[src/rtl/monochrome_line_raster_engine_defines.svh]
// Assertion macros shared by the raster engine RTL.
// Define NO_ASSERTIONS to compile them away.
`ifndef MONOCHROME_LINE_RASTER_ENGINE_DEFINES_SVH
`define MONOCHROME_LINE_RASTER_ENGINE_DEFINES_SVH
`ifndef NO_ASSERTIONS
`define ASSERT_IMPLIES(label, clk, rst, ante, cons) \
   label: assert property (@(posedge clk) disable iff (rst) (ante) |-> (cons)) \
      else $error("assertion failed");
`define ASSERT_NEXT(label, clk, rst, ante, cons) \
   label: assert property (@(posedge clk) disable iff (rst) (ante) |=> (cons)) \
      else $error("assertion failed");
`else
`define ASSERT_IMPLIES(label, clk, rst, ante, cons)
`define ASSERT_NEXT(label, clk, rst, ante, cons)
`endif
`endif

[src/rtl/mlr_pkg.sv]
// Shared types, codes and widths for the monochrome line raster engine.
// No dependencies.
package mlr_pkg;

   localparam int DEF_SCREEN_WIDTH  = 128;
   localparam int DEF_SCREEN_HEIGHT = 64;

   localparam int COORD_W  = 11;   // signed coordinate
   localparam int SPAN_W   = 12;   // |end - start|
   localparam int ERR_W    = 15;   // signed error term
   localparam int BUDGET_W = 13;   // span_x + span_y + 1

   // request kinds
   localparam logic [1:0] REQ_FILL_WHITE = 2'd0;
   localparam logic [1:0] REQ_FILL_BLACK = 2'd1;
   localparam logic [1:0] REQ_DRAW_LINE  = 2'd2;
   localparam logic [1:0] REQ_READ_PIXEL = 2'd3;

   // frame buffer operations
   localparam logic [1:0] MEM_NOP  = 2'd0;
   localparam logic [1:0] MEM_SET  = 2'd1;
   localparam logic [1:0] MEM_FILL = 2'd2;
   localparam logic [1:0] MEM_READ = 2'd3;

   typedef struct packed {
      logic [1:0] op;
      logic       fill_val;
   } mem_cmd_type;

   typedef struct packed {
      logic                      valid;
      logic signed [COORD_W-1:0] x;
      logic signed [COORD_W-1:0] y;
   } plot_type;

endpackage

[src/rtl/mlr_line_walker.sv]
// Error-term line stepper: emits one point per cycle from start to end,
// endpoint included. Depends on mlr_pkg.
`include "monochrome_line_raster_engine_defines.svh"
module mlr_line_walker import mlr_pkg::*; (
   input  logic                      clock,
   input  logic                      reset,
   input  logic                      start,
   input  logic signed [COORD_W-1:0] x0,
   input  logic signed [COORD_W-1:0] y0,
   input  logic signed [COORD_W-1:0] x1,
   input  logic signed [COORD_W-1:0] y1,
   output plot_type                  plot,
   output logic                      done
);

   localparam logic [1:0] W_IDLE = 2'd0;
   localparam logic [1:0] W_SPAN = 2'd1;
   localparam logic [1:0] W_PREP = 2'd2;
   localparam logic [1:0] W_WALK = 2'd3;

   logic [1:0]                wst_ff, wst_in;
   logic signed [COORD_W-1:0] x_ff, x_in, y_ff, y_in, xe_ff, ye_ff;
   logic                      sx_neg_ff, sy_neg_ff;
   logic [SPAN_W-1:0]         spx_ff, spy_ff;
   logic signed [ERR_W-1:0]   xlim_ff, err_ff, err_in;
   logic [BUDGET_W-1:0]       budget_ff;

   logic signed [SPAN_W-1:0]  dx, dy;
   logic signed [ERR_W-1:0]   spx_e, spy_e, twx_e, twy_e, err1;
   logic                      c1, c2, at_end;

   assign dx = {xe_ff[COORD_W-1], xe_ff} - {x_ff[COORD_W-1], x_ff};
   assign dy = {ye_ff[COORD_W-1], ye_ff} - {y_ff[COORD_W-1], y_ff};

   assign spx_e = $signed({{(ERR_W-SPAN_W){1'b0}}, spx_ff});
   assign spy_e = $signed({{(ERR_W-SPAN_W){1'b0}}, spy_ff});
   assign twx_e = $signed({{(ERR_W-SPAN_W-1){1'b0}}, spx_ff, 1'b0});
   assign twy_e = $signed({{(ERR_W-SPAN_W-1){1'b0}}, spy_ff, 1'b0});

   // one step of the walk
   always_comb begin
      c1   = (err_ff <= xlim_ff);
      err1 = c1 ? err_ff + twy_e : err_ff;
      x_in = x_ff;
      if (c1) begin
         x_in = sx_neg_ff ? COORD_W'(x_ff - 1) : COORD_W'(x_ff + 1);
      end
      c2     = (err1 >= spx_e) || (spx_ff < spy_ff);
      err_in = c2 ? err1 - twx_e : err1;
      y_in   = y_ff;
      if (c2) begin
         y_in = sy_neg_ff ? COORD_W'(y_ff - 1) : COORD_W'(y_ff + 1);
      end
   end

   assign at_end     = (x_ff == xe_ff) && (y_ff == ye_ff);
   assign plot.valid = (wst_ff == W_WALK);
   assign plot.x     = x_ff;
   assign plot.y     = y_ff;
   assign done       = (wst_ff == W_WALK) && (at_end || (budget_ff == BUDGET_W'(1)));

   always_comb begin
      wst_in = wst_ff;
      unique case (wst_ff)
         W_IDLE: if (start) wst_in = W_SPAN;
         W_SPAN: wst_in = W_PREP;
         W_PREP: wst_in = W_WALK;
         W_WALK: if (done) wst_in = W_IDLE;
         default: wst_in = W_IDLE;
      endcase
   end

   always_ff @(posedge clock) begin
      if (reset) begin
         wst_ff <= W_IDLE;
      end else begin
         wst_ff <= wst_in;
      end
   end

   always_ff @(posedge clock) begin
      case (wst_ff)
         W_IDLE: begin
            x_ff  <= x0;
            y_ff  <= y0;
            xe_ff <= x1;
            ye_ff <= y1;
         end
         W_SPAN: begin
            sx_neg_ff <= dx[SPAN_W-1];
            sy_neg_ff <= dy[SPAN_W-1];
            spx_ff    <= dx[SPAN_W-1] ? SPAN_W'(-dx) : SPAN_W'(dx);
            spy_ff    <= dy[SPAN_W-1] ? SPAN_W'(-dy) : SPAN_W'(dy);
         end
         W_PREP: begin
            xlim_ff   <= twx_e - spy_e;
            err_ff    <= '0;
            budget_ff <= BUDGET_W'(spx_ff) + BUDGET_W'(spy_ff) + BUDGET_W'(1);
         end
         default: begin
            x_ff      <= x_in;
            y_ff      <= y_in;
            err_ff    <= err_in;
            budget_ff <= budget_ff - BUDGET_W'(1);
         end
      endcase
   end

   `ASSERT_IMPLIES(a_done_on_plot, clock, reset, done, plot.valid)

endmodule

[config.mk]
export PLATFORM = sky130hd
export DESIGN_NAME = mlr_line_walker
export DESIGN_NICKNAME = d
export VERILOG_FILES = /design/src/rtl/mlr_pkg.sv /design/src/rtl/mlr_line_walker.sv
export VERILOG_INCLUDE_DIRS = /design/src /design/src/rtl
export SDC_FILE = /design/constraint.sdc
export NUM_CORES = 1
export LEC_CHECK = 0
export BUFFER_PORTS_ARGS = -buffer_cell sky130_fd_sc_hd__buf_2
export CELL_PAD_IN_SITES_DETAIL_PLACEMENT = 0
export CELL_PAD_IN_SITES_GLOBAL_PLACEMENT = 1
export CORE_MARGIN = 4
export CORE_UTILIZATION = 44
export CTS_CLUSTER_DIAMETER = 30
export DETAILED_ROUTE_END_ITERATION = 8
export GPL_ROUTABILITY_DRIVEN = 0
export GPL_TIMING_DRIVEN = 0
export PLACE_DENSITY = 0.88
export SYNTH_ARGS = -nofsm -noshare
export SYNTH_HDL_FRONTEND = slang
export SYNTH_SLANG_ARGS = --single-unit
[constraint.sdc]
create_clock -name clock -period 5.1 [get_ports clock]
set_clock_uncertainty 0.15 [all_clocks]
set_input_delay 0 -clock clock [delete_from_list [all_inputs] [get_ports clock]]
set_output_delay 0 -clock clock [all_outputs]
set_load 0.005 [all_outputs]
Yosys cells after proc, flatten, opt, wreduce, memory -nomap -nowiden:

Cells that the tools add are included.

* input bits: 47
* register bits: 115

* reductions and logical operators: 12
* bitwise gates (word level): 1
* order comparisons: 3
* add/sub/neg operators: 14
* eq/ne operators: 8
* mux-type cells: 15

Operators with widths (number)
* $mux W11: 6
* $pmux W11 S2: 2
* $mux W15: 2
* $pmux W15 S2: 1
* $pmux W13 S2: 1
* $neg A12 Y12: 2
* $sub A11 B11 Y12: 2
* $add A11 B2 Y11 const B: 2
* $eq A11 B11 Y1: 2
* $sub A11 B2 Y11 const B: 2
* $add A15 B14 Y15: 1
* $ge A15 B13 Y1: 1
* $le A15 B15 Y1: 1
* $sub A15 B14 Y15: 1
* $sub A13 B12 Y14: 1
* $add A12 B12 Y13: 1
* $add A13 B1 Y13 const B: 1
* $eq A13 B1 Y1 const B: 1
* $sub A13 B1 Y13 const B: 1
* $lt A12 B12 Y1: 1
* $pmux W2 S4: 1
* $reduce_and A2 Y1: 3
* $eq A2 B2 Y1 const B: 2
* $mux W2: 2
* other kinds (9): 13

Longest topological paths before layout:

* depth in word-level cells: 6
* mapped depth: 21

Least setup slack after synthesis:

No wires, ideal clock.

* path type: reg2reg
* start: register err_ff[4]
* end: register err_ff[13], data pin
* stages on the path, launching flop included: 21
* path buffers: 1
* arrival time: 4.554 ns
* setup time: 0.176 ns
* setup slack: 0.220 ns
* cells stage by stage: edfxtp_1 -> ha_1 -> a211oi_2 -> nor2_1 -> o31a_1 -> o41a_1 -> or2_2 -> clkbuf_1 -> mux2i_1 -> ha_1 -> inv_1 -> fa_1 -> a21o_1 -> a21oi_1 -> o21bai_1 -> a211o_1 -> a21oi_1 -> o21ai_0 -> a31o_2 -> nand2b_1 -> o32ai_1

* longest elaborated chain between the ends: 6
* elaborated cells between the ends (all ways): 8

RTL lines
* start, declared: RTL line mlr_line_walker.sv:25 `logic signed [ERR_W-1:0] xlim_ff, err_ff, err_in;`
* start signal, assigned: RTL line mlr_line_walker.sv:103 `err_ff <= err_in;`
* $add A15 B14 Y15 or $le A15 B15 Y1 (tied branches): RTL line mlr_line_walker.sv:43, mlr_line_walker.sv:42
* $mux W15 (*): RTL line mlr_line_walker.sv:43 `err1 = c1 ? err_ff + twy_e : err_ff;`
* $ge A15 B13 Y1: RTL line mlr_line_walker.sv:48 `c2 = (err1 >= spx_e) || (spx_ff < spy_ff);`
* $logic_or A1 B1 Y1: RTL line mlr_line_walker.sv:48
* $mux W15 (*): RTL line mlr_line_walker.sv:49 `err_in = c2 ? err1 - twx_e : err1;`
* $pmux W15 S2 (*): RTL line mlr_line_walker.sv:82 `case (wst_ff)`

Mark *: on every way between the ends. The rest lies on a longest branch, timed or not.
A chain may end at the register's enable or synchronous reset.

Worst setup path in the final report:

* start: register err_ff[4]
* end: register err_ff[6], data pin

The elaborated chain is that of the path after synthesis.

==> results.txt <==
----------------------------------------------------
[Critical path]
  Slowest cell delay on critical path ... 0.45 ns
  RR Startpoint ... err_ff[4]$_SDFFCE_PP0N_
  Critical path's top delay family ... compound AO/OA/AOI/OAI gates
  Kind of start point of the critical path ... flip-flop
  CP Launch Point ... err_ff[4]$_SDFFCE_PP0N_
  CP Data Required Time ... 5.10 ns
  Chain of cells forming the critical path ... ha_4 > a211oi_2 > nor2_1 > o31a_1 > o41a_1 > buf_4 > nor2_4 > mux2_2 > ha_1 > a21oi_1 > nor2b_1 > o21ai_0 > nand2b_1 > a21oi_1 > o211ai_1 > o32ai_4 > buf_12 > buf_12 > mux2i_1 > nor2_1
  Top fanout value on the critical path ... 10
  Buffering stage count on the worst path with inverters included ... 3
  Endpoint arrival time on the critical path ... 4.84 ns
  CP max-delay cell ... edfxtp_1
  Worst setup path class ... flip-flop to flip-flop
  Crit. End Element ... flip-flop

[Synthesis]
  Count of flip-flops with a built-in enable after synthesis ... 111
  Share of async-settable or async-resettable flops after synthesis ... 0
  Count of state elements after synthesis ... 113
  Avg Synthesized Cell Area ... 9.59 um2
  Netlist area before placement ... 9440 um2
  Synth Net Count ... 1172
  Main flop type after synthesis ... edfxtp_1
  Unique masters post-synth ... 60
  Number of standard cells after synthesis ... 985
  Sequential area share after synthesis ... 0.357
  Number of warnings reported in the yosys synthesis log ... 0

[Drt]
  Remaining DRCs ... 0
  Antenna violation net count after detailed routing ... 0
  Wire length after detailed routing ... 21400 um
  Detailed-routing iteration count for the pre-antenna-repair pass ... 5
  DRT iter0 DRCs ... 254
  Average vias per placed instance ... 5.22
  Via Count ... 7408
  Drt wl/cell ... 15.1 um

[Clock network]
  CTS H-Tree Depth ... 4
  CTS max path bufs ... 2
  TritonCTS sink count ... 113
  Clock network latency to the later pin of the worst-skew pair ... 0.42 ns
  CTS clk-pin slew, worst paths ... 0.05 ns
  Clock Root Buffer ... clkbuf_16
  TritonCTS clock tree ... built
  TritonCTS buffer count ... 17

[Placement]
  # port buffers ... 70
  Total placed instance area ... 10200 um2
  Post-detail-place hpwl ... 16900 um
  Total placed cells including tap cells ... 1331

[Global route]
  GR Overflow Total ... 0
  Maximum number of pins on one net before global-route repair ... 28
  Global Route Usage Sum ... 0.184
  Global-route wire length before repair ... 35600 um
  Initial antenna violation count ... 0
  Number of global-route vias before repair ... 7515

[Outcome]
  Outcome ... finished, final reports clean

[Timing]
  Transition time of the tightest slew-check pin ... 1.17 ns
  Final number of max-transition violations ... 0
  Unrepaired setup endpoints after global routing ... false
  Normalized max-slew margin ... 0.219
  Post-route clock period utilization ... 0.948
  Final period demand of the worst path ... 4.83 ns
  Hold violation total from the final report ... 0
  TNS Setup ... 0 ns
  Fmax ... 207 MHz
  Total of endpoints with negative setup slack in the final report ... 0
  Hold slack final ... 0.145 ns

[Die]
  Die Footprint ... 23900 um2
  Io pins ... 71
  Effective utilization at floorplan ... 0.448
  Area of the placeable core ... 21100 um2
  DIE WIDTH ... 154 um
  Vertical die dimension ... 154 um
  Num rows ... 53

[Final layout]
  Post-Layout Cell Count ... 1418
  Layout Area Growth over Synthesis ... 20.9%
  Antenna diode instance count ... 0
  Fraction of layout instances using a drive strength above 1 ... 0.127
  Final standard cell area without fillers ... 11400 um2
  Nets@finish ... 1317

[Worst hold path]
  HP Class ... primary input to flip-flop
  Origin of the worst min-delay path ... y1[6]

[Run]
  # Max-Cap Violations ... 0

----------------------------------------------------
[layout make-up]
cell class | instances | area, um2
sequential | 113 | 3370
clock buffer | 19 | 433
inverter | 121 | 454
tap | 275 | 344
multi-input combinational | 738 | 5630
clock inverter | 13 | 191
fill | 1854 | 9670
timing repair buffer | 127 | 932
buffer | 12 | 61.3
[cells in the mapped netlist, types with 5 or more instances]
| master | n | area, um2 |
|---|---|---|
| xnor2_1 | 64 | 561 |
| nand2b_1 | 14 | 87.6 |
| nor3_1 | 21 | 105 |
| nor4_1 | 5 | 31.3 |
| a21oi_1 | 61 | 305 |
| a21boi_0 | 11 | 82.6 |
| a31oi_1 | 10 | 62.6 |
| nor2b_1 | 21 | 131 |
| nand2_1 | 49 | 184 |
| mux2i_1 | 14 | 140 |
| o21ai_0 | 66 | 330 |
| nand3_1 | 10 | 50.1 |
| a21o_1 | 19 | 143 |
| mux2_2 | 10 | 113 |
| a211oi_1 | 11 | 82.6 |
| or3_1 | 6 | 37.5 |
| o21a_1 | 8 | 60.1 |
| o21bai_1 | 7 | 52.6 |
| or2_2 | 5 | 31.3 |
| o31ai_1 | 15 | 113 |
| nand4_1 | 6 | 37.5 |
| ha_1 | 132 | 1650 |
| clkbuf_1 | 12 | 45.0 |
| xor2_1 | 25 | 219 |
| inv_1 | 121 | 454 |
| nor2_1 | 91 | 342 |
| fa_1 | 8 | 160 |
| edfxtp_1 | 111 | 3330 |
[registers in the layout, summed over array words and instances, names as in the netlist]
signal	count
xe_ff	11
xlim_ff	14
spx_ff	12
wst_ff	2
sx_neg_ff	1
x_ff	11
spy_ff	12
sy_neg_ff	1
budget_ff	13
ye_ff	11
err_ff	14
y_ff	11
[final timing paths]
path	end	slack [ns]	depth (start not counted)
worst min register to register	wst_ff[0]$_SDFFE_PP0P_	0.39	2
worst min-delay path	ye_ff[6]$_DFFE_PP_	0.14	2
worst max-delay path	err_ff[6]$_SDFFCE_PP0N_	0.27	20
worst max register to register	err_ff[6]$_SDFFCE_PP0N_	0.27	20
[layout by cell type, fill, tap and decap left out, types with 6 or more instances in the layout]
cell / count
nand2_1: 49
a21oi_1: 56
nor2_1: 90
dlygate4sd3_1: 47
edfxtp_1: 111
ha_1: 130
nand2b_1: 14
xor2_1: 25
a31oi_1: 10
inv_1: 121
a21boi_0: 11
nand4_1: 6
buf_2: 70
xnor2_1: 64
fa_1: 8
a21o_1: 19
nor3_1: 20
buf_4: 7
clkbuf_16: 17
mux2i_1: 13
clkbuf_1: 13
o21bai_1: 7
nor2b_1: 21
o21ai_0: 63
o31ai_1: 15
a211oi_1: 11
nand3_1: 10
mux2_2: 10
o21a_1: 8
or3_1: 6
[per-stage QoR]
| step | worst slack (ns) | utilization |
|---|---|---|
| after floorplan | 0.220 | - |
| after global placement | -0.847 | 0.481 |
| after detailed placement | -0.877 | 0.482 |
| after CTS | 0.0385 | 0.537 |
| after global routing | 0.0504 | 0.542 |
| final | 0.265 | 0.542 |
[worst reg2reg max path, cell delays in order, from the launching register on]
cell	delay [ns]
edfxtp_1	0.45
ha_4	0.26
a211oi_2	0.21
nor2_1	0.08
o31a_1	0.31
o41a_1	0.34
buf_4	0.16
nor2_4	0.26
mux2_2	0.41
ha_1	0.29
a21oi_1	0.14
nor2b_1	0.06
o21ai_0	0.14
nand2b_1	0.07
a21oi_1	0.15
o211ai_1	0.18
o32ai_4	0.34
buf_12	0.16
buf_12	0.16
mux2i_1	0.20
nor2_1	0.05
[what timing repair did]
item / 4_1_cts / 5_1_grt
endpoints found under the setup margin: 25 / 25
pin swaps: 3 / 3
hold buffers: 47 / 0
endpoints found under the hold margin: 46 / 0
gates resized for setup: 6 / 13
buffers inserted: 5 / 4
[routing by layer]
layer  GRT usage  part of all wire  up-vias
met5           0                 0        -
met2       0.333              0.50      151
li1            -                 -     3800
met3      0.0266             0.033       25
met4      0.0534             0.015        0
met1       0.229              0.45     3432
[cells by family (layout without fill, tap and decap cells)]
logic type | Yosys count | in the layout | synth area share
compound gates | 236 | 236 | 0.159
xor+xnor | 90 | 90 | 0.0843
buf+inv | 134 | 292 | 0.0545
simple gates | 248 | 248 | 0.126
flops | 113 | 113 | 0.357
fa+ha+maj | 140 | 140 | 0.192
mux | 24 | 24 | 0.0268
Power is left out: the tool's default activity adds up to more than one toggle a clock period on the data nets, which glitch-free logic cannot reach.
